## src/design/dpfc_pkg.sv

```systemverilog
// Package for the display packet framer: item types, packet codes and the CRC-8 step.
// No dependencies; used by every module of the block and by the checker.
`timescale 1ns / 1ps
`default_nettype none

package dpfc_pkg;

  localparam logic [7:0] CRC_POLY     = 8'h8C;
  localparam logic [7:0] CMD_DIRECT   = 8'h01;
  localparam logic [7:0] CMD_SETADDR  = 8'h05;
  localparam logic [7:0] CMD_PUT      = 8'h07;
  localparam logic [7:0] CMD_COMMIT   = 8'h08;
  localparam logic [7:0] CTRL_DISPLAY = 8'h04;
  localparam logic [7:0] CTRL_BASE    = 8'h08;

  localparam int QUEUE_DEPTH_DEF = 2;

  typedef struct packed {
    logic       mode;
    logic [7:0] character;
    logic       disp_en;
    logic       curs_en;
    logic       blnk_en;
  } in_item_t;

  typedef struct packed {
    logic [7:0] command_byte;
    logic [7:0] first_data;
    logic [7:0] second_data;
    logic [7:0] check_byte;
    logic       last_of_run;
  } out_item_t;

  // one packet before its check byte is known
  typedef struct packed {
    logic [7:0] cmd;
    logic [7:0] d0;
    logic [7:0] d1;
  } pkt_t;

  // all packets caused by one item; cnt is 0..3, only jobs with cnt 1..3 are queued
  typedef struct packed {
    logic [1:0]       cnt;
    pkt_t [2:0]       pkts;
  } job_t;

  // reflected CRC-8, one byte
  function automatic logic [7:0] crc_byte(input logic [7:0] acc, input logic [7:0] b);
    logic [7:0] a;
    a = acc ^ b;
    for (int k = 0; k < 8; k++) begin
      a = a[0] ? ((a >> 1) ^ CRC_POLY) : (a >> 1);
    end
    return a;
  endfunction

endpackage

`default_nettype wire

```

## src/design/display_packet_framer_crc8_unit.sv

```systemverilog
// Top level of the display packet framer: front end, job queue, back end.
// Depends on dpfc_pkg, dpfc_front, dpfc_queue, dpfc_back.
//
//   channel | ports                          | payload
//   --------+--------------------------------+---------------------
//   input   | in_valid, in_ready, in_data    | dpfc_pkg::in_item_t
//   result  | out_valid, out_ready, out_data | dpfc_pkg::out_item_t
//
// The front end takes one item per cycle while the queue has room; an item
// that only holds a character is taken but sends nothing.
// The back end sends one packet per cycle while the result is not stalled;
// an item gives 1 to 3 packets there (its packet count).
// First packet of an item goes through the queue, CRC stages s1, s2 and the output register.
// Synchronous active-low reset clears the string state, queue and pipeline.
// A stalled result holds the pipeline; the queue absorbs QUEUE_DEPTH jobs.
`timescale 1ns / 1ps
`default_nettype none

module display_packet_framer_crc8_unit #(
  parameter int QUEUE_DEPTH = dpfc_pkg::QUEUE_DEPTH_DEF
) (
  input  wire logic                clk,
  input  wire logic                rst_n,
  input  wire logic                in_valid,
  output logic                     in_ready,
  input  wire dpfc_pkg::in_item_t  in_data,
  output logic                     out_valid,
  input  wire logic                out_ready,
  output dpfc_pkg::out_item_t      out_data
);

  logic           fj_valid, fj_ready, hd_valid, hd_pop;
  dpfc_pkg::job_t fj, hd_job;

  dpfc_front u_front (
    .clk       (clk),
    .rst_n     (rst_n),
    .in_valid  (in_valid),
    .in_ready  (in_ready),
    .in_data   (in_data),
    .job_valid (fj_valid),
    .job_ready (fj_ready),
    .job       (fj)
  );

  dpfc_queue #(.DEPTH(QUEUE_DEPTH)) u_queue (
    .clk        (clk),
    .rst_n      (rst_n),
    .push_valid (fj_valid),
    .push_ready (fj_ready),
    .push_job   (fj),
    .head_valid (hd_valid),
    .pop        (hd_pop),
    .head_job   (hd_job)
  );

  dpfc_back u_back (
    .clk       (clk),
    .rst_n     (rst_n),
    .job_valid (hd_valid),
    .job       (hd_job),
    .job_pop   (hd_pop),
    .out_valid (out_valid),
    .out_ready (out_ready),
    .out_data  (out_data)
  );

endmodule

`default_nettype wire

```

## src/design/dpfc_front.sv

```systemverilog
// Front end: accepts items, keeps the string state and turns each item into a job.
// Depends on dpfc_pkg.
`timescale 1ns / 1ps
`default_nettype none

module dpfc_front (
  input  wire logic            clk,
  input  wire logic            rst_n,
  input  wire logic            in_valid,
  output logic                 in_ready,
  input  wire dpfc_pkg::in_item_t in_data,
  output logic                 job_valid,
  input  wire logic            job_ready,
  output dpfc_pkg::job_t       job
);

  logic [7:0] held_r, held_nxt;
  logic       pending_r, pending_nxt;
  logic       open_r, open_nxt;
  logic       accept;

  dpfc_pkg::pkt_t p_set, p_commit, p_direct, p_put_pair, p_put_tail, p_put_empty, p_none;

  assign in_ready = job_ready;
  assign accept   = in_valid && in_ready;

  always_comb begin
    p_set       = '{cmd: dpfc_pkg::CMD_SETADDR, d0: 8'h00, d1: 8'h00};
    p_commit    = '{cmd: dpfc_pkg::CMD_COMMIT, d0: 8'h00, d1: 8'h00};
    p_direct    = '{cmd: dpfc_pkg::CMD_DIRECT, d0: dpfc_pkg::CTRL_DISPLAY,
                    d1: dpfc_pkg::CTRL_BASE | {5'd0, in_data.disp_en,
                                               in_data.curs_en, in_data.blnk_en}};
    p_put_pair  = '{cmd: dpfc_pkg::CMD_PUT, d0: held_r, d1: in_data.character};
    p_put_tail  = '{cmd: dpfc_pkg::CMD_PUT, d0: held_r, d1: 8'h00};
    p_put_empty = '{cmd: dpfc_pkg::CMD_PUT, d0: 8'h00, d1: 8'h00};
    p_none      = '0;

    job         = '0;
    held_nxt    = held_r;
    pending_nxt = pending_r;
    open_nxt    = open_r;

    if (!in_data.mode) begin
      // control request leaves the string state alone
      job.cnt  = 2'd1;
      job.pkts = {p_none, p_none, p_direct};
    end else if (in_data.character != 8'h00) begin
      open_nxt = 1'b1;
      if (pending_r) begin
        held_nxt    = 8'h00;
        pending_nxt = 1'b0;
      end else begin
        held_nxt    = in_data.character;
        pending_nxt = 1'b1;
      end
      case ({open_r, pending_r})
        2'b00: begin
          job.cnt  = 2'd1;
          job.pkts = {p_none, p_none, p_set};
        end
        2'b01: begin
          job.cnt  = 2'd2;
          job.pkts = {p_none, p_put_pair, p_set};
        end
        2'b11: begin
          job.cnt  = 2'd1;
          job.pkts = {p_none, p_none, p_put_pair};
        end
        default: begin
          job.cnt  = 2'd0;  // character held, nothing to send
          job.pkts = {p_none, p_none, p_none};
        end
      endcase
    end else begin
      held_nxt    = 8'h00;
      pending_nxt = 1'b0;
      open_nxt    = 1'b0;
      if (!open_r) begin
        job.cnt  = 2'd3;
        job.pkts = {p_commit, p_put_empty, p_set};
      end else if (pending_r) begin
        job.cnt  = 2'd2;
        job.pkts = {p_none, p_commit, p_put_tail};
      end else begin
        job.cnt  = 2'd1;
        job.pkts = {p_none, p_none, p_commit};
      end
    end
  end

  assign job_valid = accept && (job.cnt != 2'd0);

  always_ff @(posedge clk) begin
    if (!rst_n) begin
      held_r    <= 8'h00;
      pending_r <= 1'b0;
      open_r    <= 1'b0;
    end else if (accept) begin
      held_r    <= held_nxt;
      pending_r <= pending_nxt;
      open_r    <= open_nxt;
    end
  end

endmodule

`default_nettype wire

```

## src/design/dpfc_queue.sv

```systemverilog
// Short job queue between front and back end, show-ahead head.
// Depends on dpfc_pkg.
`timescale 1ns / 1ps
`default_nettype none

module dpfc_queue #(
  parameter int DEPTH = dpfc_pkg::QUEUE_DEPTH_DEF
) (
  input  wire logic           clk,
  input  wire logic           rst_n,
  input  wire logic           push_valid,
  output logic                push_ready,
  input  wire dpfc_pkg::job_t push_job,
  output logic                head_valid,
  input  wire logic           pop,
  output dpfc_pkg::job_t      head_job
);

  localparam int PW = (DEPTH > 1) ? $clog2(DEPTH) : 1;
  localparam int CW = $clog2(DEPTH + 1);

  dpfc_pkg::job_t slots [DEPTH];
  logic [PW-1:0]  wp_r, wp_nxt, rp_r, rp_nxt;
  logic [CW-1:0]  cnt_r, cnt_nxt;
  logic           do_push, do_pop;

  assign push_ready = (cnt_r != CW'(DEPTH));
  assign head_valid = (cnt_r != '0);
  assign head_job   = slots[rp_r];
  assign do_push    = push_valid && push_ready;
  assign do_pop     = pop && head_valid;

  always_comb begin
    wp_nxt  = wp_r;
    rp_nxt  = rp_r;
    cnt_nxt = cnt_r;
    if (do_push) begin
      wp_nxt = (wp_r == PW'(DEPTH - 1)) ? '0 : wp_r + PW'(1);
    end
    if (do_pop) begin
      rp_nxt = (rp_r == PW'(DEPTH - 1)) ? '0 : rp_r + PW'(1);
    end
    case ({do_push, do_pop})
      2'b10:   cnt_nxt = cnt_r + CW'(1);
      2'b01:   cnt_nxt = cnt_r - CW'(1);
      default: cnt_nxt = cnt_r;
    endcase
  end

  always_ff @(posedge clk) begin
    if (!rst_n) begin
      wp_r  <= '0;
      rp_r  <= '0;
      cnt_r <= '0;
    end else begin
      wp_r  <= wp_nxt;
      rp_r  <= rp_nxt;
      cnt_r <= cnt_nxt;
    end
  end

  always_ff @(posedge clk) begin
    if (do_push) begin
      slots[wp_r] <= push_job;
    end
  end

endmodule

`default_nettype wire

```

## src/design/dpfc_back.sv

```systemverilog
// Back end: walks the packets of the head job and runs them through a
// three-stage CRC pipeline, one byte per stage; last stage is the output register.
// Depends on dpfc_pkg.
`timescale 1ns / 1ps
`default_nettype none

module dpfc_back (
  input  wire logic           clk,
  input  wire logic           rst_n,
  input  wire logic           job_valid,
  input  wire dpfc_pkg::job_t job,
  output logic                job_pop,
  output logic                out_valid,
  input  wire logic           out_ready,
  output dpfc_pkg::out_item_t out_data
);

  logic [1:0]          idx_r, idx_nxt;
  logic                s1_v_r, s1_v_nxt, s2_v_r, s2_v_nxt, o_v_r, o_v_nxt;
  dpfc_pkg::pkt_t      s1_pkt_r, s2_pkt_r, cur_pkt;
  logic                s1_last_r, s2_last_r, cur_last;
  logic [7:0]          s1_crc_r, s2_crc_r;
  dpfc_pkg::out_item_t o_r;
  logic                s1_ready, s2_ready, o_ready, issue;

  assign o_ready  = !o_v_r || out_ready;
  assign s2_ready = !s2_v_r || o_ready;
  assign s1_ready = !s1_v_r || s2_ready;

  assign cur_pkt  = job.pkts[idx_r];
  assign cur_last = (idx_r == job.cnt - 2'd1);
  assign issue    = job_valid && s1_ready;
  assign job_pop  = issue && cur_last;

  always_comb begin
    idx_nxt = idx_r;
    if (issue) begin
      idx_nxt = cur_last ? 2'd0 : idx_r + 2'd1;
    end
    s1_v_nxt = s1_ready ? issue : s1_v_r;
    s2_v_nxt = s2_ready ? s1_v_r : s2_v_r;
    o_v_nxt  = o_ready ? s2_v_r : o_v_r;
  end

  always_ff @(posedge clk) begin
    if (!rst_n) begin
      idx_r  <= 2'd0;
      s1_v_r <= 1'b0;
      s2_v_r <= 1'b0;
      o_v_r  <= 1'b0;
    end else begin
      idx_r  <= idx_nxt;
      s1_v_r <= s1_v_nxt;
      s2_v_r <= s2_v_nxt;
      o_v_r  <= o_v_nxt;
    end
  end

  always_ff @(posedge clk) begin
    if (s1_ready) begin
      s1_pkt_r  <= cur_pkt;
      s1_last_r <= cur_last;
      s1_crc_r  <= dpfc_pkg::crc_byte(8'h00, cur_pkt.cmd);
    end
    if (s2_ready) begin
      s2_pkt_r  <= s1_pkt_r;
      s2_last_r <= s1_last_r;
      s2_crc_r  <= dpfc_pkg::crc_byte(s1_crc_r, s1_pkt_r.d0);
    end
    if (o_ready) begin
      o_r.command_byte <= s2_pkt_r.cmd;
      o_r.first_data   <= s2_pkt_r.d0;
      o_r.second_data  <= s2_pkt_r.d1;
      o_r.check_byte   <= dpfc_pkg::crc_byte(s2_crc_r, s2_pkt_r.d1);
      o_r.last_of_run  <= s2_last_r;
    end
  end

  assign out_valid = o_v_r;
  assign out_data  = o_r;

endmodule

`default_nettype wire

```

## config.mk

```make
export PLATFORM = sky130hd
export DESIGN_NAME = display_packet_framer_crc8_unit
export DESIGN_NICKNAME = d
export VERILOG_FILES = /design/src/design/dpfc_pkg.sv /design/src/design/display_packet_framer_crc8_unit.sv /design/src/design/dpfc_front.sv /design/src/design/dpfc_queue.sv /design/src/design/dpfc_back.sv
export SDC_FILE = /design/constraint.sdc
export NUM_CORES = 1
export LEC_CHECK = 0
export ABC_AREA = 1
export BUFFER_PORTS_ARGS = -buffer_cell sky130_fd_sc_hd__clkbuf_2
export CAP_MARGIN = 20
export CORE_ASPECT_RATIO = 1.75
export CORE_MARGIN = 10
export CORE_UTILIZATION = 40
export DETAILED_ROUTE_END_ITERATION = 8
export GPL_ROUTABILITY_DRIVEN = 0
export HOLD_SLACK_MARGIN = 0.03
export RECOVER_POWER = 25
export SLEW_MARGIN = 10
export SYNTH_ARGS = -nofsm -noshare
export SYNTH_HDL_FRONTEND = slang
export SYNTH_SLANG_ARGS = --single-unit
```

## constraint.sdc

```tcl
create_clock -name clk -period 4.45 [get_ports clk]
set_input_delay 0.89 -clock clk [delete_from_list [all_inputs] [get_ports clk]]
set_output_delay 0.89 -clock clk [all_outputs]
set_load 0.005 [all_outputs]
```

==> out/metrics.cfg, run 1 <==
[global_routing]
antenna_found_initial = 0
overflow = 0
use_met2 = 0.212
grt_usage = 0.112
grt_pass1_wl_mm = 23.1
grt_max_degree = 42
grt_pass1_vias = 4635
use_met3 = 0.0266
gr-usage-met1 = 0.108
busiest_layer = met2

[layout]
final_nets = 750
final_util = 0.460
instances_no_fill = 982
areaGrowthSynthToFinish_pct = 12.7
n_antenna_cell = 0
final_layout_size_suffix_gt1_frac = 0.144

[critical_path]
rr_endpoint = u_queue.cnt_r[1]
reg2reg_depth = 11
critPathKind = in2reg
worstPathArrival_ns = 3.12
rrSetupSlack_ns = 1.74
cp-start-kind = input port
end_kind = flop
crit_required_ns = 4.80
r2r_start = u_back.idx_r[0]
worst-path-max-fanout = 31

[synth]
synth_top_family_by_area = simple AND/OR/NAND/NOR gates
synth_compound_area_frac = 0.0572
synth_area_sq_um = 7830
seq_area_frac_synth = 0.695
synth-edff-count = 168
synth_mux_area_frac = 0
synthesis.instances = 677
synthDistinctLibCells = 41
yosys.area_share.adder = 0.00958
synth.area.top_cells = edfxtp_1 64%, nand2_1 5.8%, nor2_1 5.3%
async_reset_ff_frac = 0
synthSimpleGateAreaFrac = 0.145
ys.flop_type = edfxtp_1
synth_top_area_frac = 0.644
synth.avg_cell_area_sq_um = 11.6
yosys.area.top_type = edfxtp_1
ys_warn_count = 0
ys_ff_latch = 188
synth_xor_area_frac = 0.0455

[drt]
wirelength_mm = 14.4
drt-pass1-iter-count = 5
drt_iter0_markers = 288
drt.antenna.violating_nets = 0
drc = 0
vias_per_cell = 4.79
post_drt_wl_per_cell_microns = 14.6
vias = 4701

[timing]
hold_viol_final = 0
setup_tns_ns = 0
fin_crit_sh = 0.622
fin_worst_skew_ns = 0.0135
rsz0062_at_grt = false
fin_crit_ns = 2.77
slew_headroom = 0.375
finalMaxSlewViolations = 0
fmax_ghz = 0.361
max_slew.worst_pin.slew_ns = 0.936
setup_viol = 0

[die]
die_h_microns = 205
rows = 67
start_util = 0.408
die_area_sq_um = 25800
die_w_microns = 126
top_level_ports = 51
core_sq_um = 19200

[clock_network]
clkLatencyLatePin_ns = 0.43
cts_buffers = 17
post-cts-setup-buffers = 0
cts-root-buf = clkbuf_16
hold_buffers = 0
cts.htree.levels = 4
cts_resized = 0
cts_tree = yes
clock-sinks = 188
cts_buffer_depth = 2
clkSlewWorstSetupHoldPaths_ns = 0.07

[status]
status = finished clean

[pwr]
ir_worst_vdd_v = 0.000333
power.density_nw_per_um2 = 786
leakagePower_uw = 0.00348

[placement]
portBuffers = 46
dp_cells = 949
hpwl_mm = 10.1

[worst_hold_path]
hold_depth = 0
hold_start = u_back.s2_pkt_r[12]
min_path_type = reg2reg
min_to = u_back.out_data[21]

[job]
max_cap_viol_count = 0

-- layer usage --
metal	vias up	wire, microns
li1	2360	-
met1	2208	5390
met2	108	7940
met3	25	657
met4	0	363
met5	-	0
-- registers in the layout, summed over array words and instances (netlist names), 2 cells and up, named ones only --
register         flops
u_back.s2_pkt_r     20
u_back.idx_r         2
u_queue.cnt_r        2
u_back.s2_crc_r      8
u_back.s1_pkt_r     20
u_queue.slots       82
u_back.out_data     29
u_front.held_r       8
u_back.s1_crc_r      7
-- per-stage QoR --
stage	setup slack (ns)	power, uW	hold WS, ns	cell area, sq um
global route	1.41	7470	0.421	8830
finish	1.68	6940	0.414	8830
global placement	1.30	5560	0.406	8280
floorplan	0.703	4990	0.400	7850
CTS	1.65	7020	0.416	8810
detailed placement	1.21	5660	0.405	8280
-- worst max-delay path by stage --
stage / from / slack, ns / endpoint
6_report: out_ready / 1.68 / u_queue.cnt_r[1]
5_1_grt: out_ready / 1.41 / u_queue.cnt_r[1]
4_1_cts: out_ready / 1.65 / u_queue.cnt_r[1]
3_5_place_dp: out_ready / 1.21 / u_queue.cnt_r[1]
3_3_place_gp: out_ready / 1.30 / u_queue.cnt_r[1]
2_1_floorplan: in_data[11] / 0.70 / u_queue.slots[0][0]
-- critical path, stage by stage --
cell and delay [ns]:
clkbuf_2 0.08, inv_1 0.03, nand2_1 0.04, buf_4 0.32, nor2_1 0.12, nand2_1 0.08, buf_4 0.32, o21ai_0 0.27
inv_2 0.13, nand2_2 0.07, inv_1 0.08, ha_1 0.22, inv_1 0.08, nand2_1 0.06, nor2_1 0.11, o21ai_0 0.08
a21oi_1 0.13
-- cell type report --
| cell class | instances | area (sq um) |
|---|---|---|
| fillers | 1715 | 10400 |
| flip-flops and latches | 188 | 5450 |
| multi-input cells | 410 | 2030 |
| clock buffers | 20 | 437 |
| well taps | 241 | 302 |
| repair buffers | 53 | 300 |
| inverters | 58 | 221 |
| clock inverters | 12 | 90.1 |
-- placed cells by master, fill, tap and decap left out, types with 5 or more instances in the layout --
cell       count
clkbuf_2      44
nand2_1      121
ha_1           6
nor2_1       110
nand3_1       18
xnor2_1       17
inv_2          5
clkbuf_1       5
buf_4          6
nand2_2       10
inv_1         50
dfxtp_1       20
xor2_1        21
clkbuf_16     17
a21oi_1       32
o21ai_0       42
nor3_1         8
edfxtp_1     168
-- synthesized netlist by cell type (2+ instances only) --
| master | instances |
|---|---|
| a21oi_1 | 32 |
| buf_1 | 2 |
| buf_2 | 8 |
| buf_4 | 5 |
| buf_6 | 2 |
| clkbuf_1 | 6 |
| dfxtp_1 | 20 |
| edfxtp_1 | 168 |
| ha_1 | 6 |
| inv_1 | 50 |
| inv_2 | 5 |
| nand2_1 | 121 |
| nand2_2 | 10 |
| nand3_1 | 18 |
| nand3_2 | 2 |
| nor2_1 | 111 |
| nor3_1 | 8 |
| o21ai_0 | 42 |
| o21ai_1 | 3 |
| o21ai_2 | 2 |
| xnor2_1 | 16 |
| xor2_1 | 21 |
-- cell families (layout without fill, tap and decap cells) --
logic type | Yosys count | count (layout)
other | 1 | 4
buffers and inverters | 82 | 143
adder cells (fa/ha/maj) | 6 | 6
AO/OA/AOI/OAI | 84 | 84
flip-flops | 188 | 188
AND/OR/NAND/NOR | 277 | 277
XOR/XNOR | 39 | 39
-- report_power, final --
| part | switching [uW] | internal [uW] | leakage, uW |
|---|---|---|---|
| clock | 633 | 718 | 0.000246 |
| combinational | 1560 | 911 | 0.00136 |
| sequential | 310 | 2800 | 0.00188 |
Note: power is estimated with default switching activity, not from simulation.
==> run 2, diff against run 1 <==
- clock period: 4.45 -> 2.35 ns (I/O delays scaled with it)
==> run 2 against run 1 <==
  * Sequential cell count stayed put
  * Power increased by 94%
  * Sequential power increased by 86%
  * Routed wire length is 1.8% higher
  * Clock power grew 100%
==> out/metrics.cfg, run 2 (same netlist as run 1, synthesis figures left out) <==
[status]
status = finished clean

[clock_network]
clkLatencyLatePin_ns = 0.42  ; about the same
cts_buffer_depth = 2  ; unchanged
cts.htree.levels = 4  ; unchanged
cts-root-buf = clkbuf_16
cts_tree = yes
clkSlewWorstSetupHoldPaths_ns = 0.07  ; about the same
cts_buffers = 17  ; unchanged
cts_resized = 0  ; unchanged
clock-sinks = 188  ; unchanged
hold_buffers = 0  ; unchanged
post-cts-setup-buffers = 0  ; unchanged

[die]
rows = 67  ; unchanged
core_sq_um = 19200  ; unchanged
top_level_ports = 51  ; unchanged
die_area_sq_um = 25800  ; unchanged
die_w_microns = 126  ; unchanged
start_util = 0.408  ; unchanged
die_h_microns = 205  ; unchanged

[layout]
final_util = 0.468  ; +0.00815
regArea_sq_um = 5450  ; about the same
multiInputGateArea_sq_um = 2060  ; +1.2%
num-fill-cells = 1694  ; -1.2%
largest_reg_flops = 82  ; unchanged
final_cell_mix = 168 x edfxtp_1, 118 x nand2_1, 110 x nor2_1, 49 x inv_1, 48 x clkbuf_2
n_antenna_cell = 0  ; unchanged
final_layout_size_suffix_gt1_frac = 0.164  ; +0.0198
largest-register = u_queue.slots
areaGrowthSynthToFinish_pct = 14.7
instances_no_fill = 990  ; +0.81%
final_common_cell = edfxtp_1
final_nets = 758  ; +1.1%

[global_routing]
grt_max_degree = 43  ; +2.4%
antenna_found_initial = 0  ; unchanged
grt_usage = 0.113  ; +0.00127
grt_pass1_vias = 4742  ; +2.3%
overflow = 0  ; unchanged
grt_pass1_wl_mm = 23.4  ; +1.3%

[drt]
drt-pass1-iter-count = 4  ; -1
post_drt_wl_per_cell_microns = 14.8  ; +0.98%
wirelength_mm = 14.6  ; +1.8%
vias_per_cell = 4.81  ; +0.42%
drt.antenna.violating_nets = 0  ; unchanged
drc = 0  ; unchanged
vias = 4759  ; +1.2%
drt_iter0_markers = 299  ; +3.8%

[pwr]
total_power_uw = 13500  ; +94%
leakagePower_uw = 0.00359  ; +2.9%
power.density_nw_per_um2 = 1500  ; +91%
ir_worst_vdd_v = 0.000592  ; +77%

[timing]
hold_viol_final = 0  ; unchanged
slew_headroom = 0.0127  ; -0.363
fin_crit_ns = 2.15
setup_viol = 0  ; unchanged
finalMaxSlewViolations = 0  ; unchanged
fin_worst_skew_ns = 0.0120  ; -0.00152 ns
fin_crit_sh = 0.915
rsz0062_at_grt = false
max_slew.worst_pin.slew_ns = 1.48  ; +0.545 ns
fmax_ghz = 0.465

[critical_path]
critPathKind = reg2reg
cp-start-kind = flop
worst-path-max-fanout = 6  ; -81%
worstPathArrival_ns = 2.50  ; -0.62 ns
crit_path_frequent_cell = nand2_1
path_cells = inv_1, ha_1, nand2_1, o21ai_1, nand2_1, nand2_1, ha_1, inv_1, nand2_1, nor2_1, o21ai_0, a21oi_1
end_kind = flop
cp_num_buf_inv = 2  ; -5
critPathMaxStageDelay_ns = 0.46  ; +0.14 ns
cp_top_family = adder cells
slowest_stage = dfxtp_1
crit_required_ns = 2.70  ; -2.10 ns

[worst_hold_path]
min_path_type = in2reg

[placement]
dp_cells = 958  ; +0.95%
portBuffers = 46  ; unchanged
hpwl_mm = 10.7  ; +5.4%

[job]
max_cap_viol_count = 0  ; unchanged

-- run 2: path summary, 6_finish.rpt --
path / from / end / slack, ns / cells past startpoint
worst min-delay path: in_data[9] / u_front.held_r[6] / 0.31 / 3
worst max register to register: u_front.pending_r / u_queue.cnt_r[1] / 0.20 / 12
worst max-delay path: u_front.pending_r / u_queue.cnt_r[1] / 0.20 / 12
worst min register to register: u_back.s1_pkt_r[2] / u_back.s2_pkt_r[2] / 0.42 / 0
-- run 2: power breakdown --
group          total, uW  internal (uW)  switching, uW  leakage (uW)
Sequential          5790           5310            477       0.00188
Combinational       4950           1800           3150       0.00142
Clock               2740           1560           1180      0.000287
-- run 2: metrics by stage --
stage	TNS [ns]	hold WS (ns)	area, sq um	setup WS [ns]
floorplan	0	0.400	7870	0.0199
global placement	0	0.404	8410	0.00591
detailed placement	-0.0171	0.405	8410	-0.0171
CTS	0	0.297	8990	0.129
global route	0	0.309	8980	0.0204
finish	0	0.314	8980	0.199
-- run 2: worst register-to-register path: stages, from the launching register on --
cell	delay [ns]
dfxtp_1	0.46
inv_1	0.12
ha_1	0.29
nand2_1	0.05
o21ai_1	0.18
nand2_1	0.14
nand2_1	0.15
ha_1	0.24
inv_1	0.08
nand2_1	0.05
nor2_1	0.10
o21ai_0	0.09
a21oi_1	0.12
-- run 2: layout make-up --
class / instances / share of cell area
clock buffer: 24 / 0.0572
clock inverter: 8 / 0.00752
inverter: 58 / 0.0251
multi-input combinational: 410 / 0.229
sequential: 188 / 0.606
tap: 241 / 0.0336
timing repair buffer: 61 / 0.0414
-- run 2: per-layer routing --
metal  global-route usage  up-vias  routed length [microns]
li1                     -     2378                        -
met1                0.111     2238                     5340
met2                0.216      116                     8310
met3               0.0238       27                      544
met4               0.0620        0                      414
met5                    0        -                        0
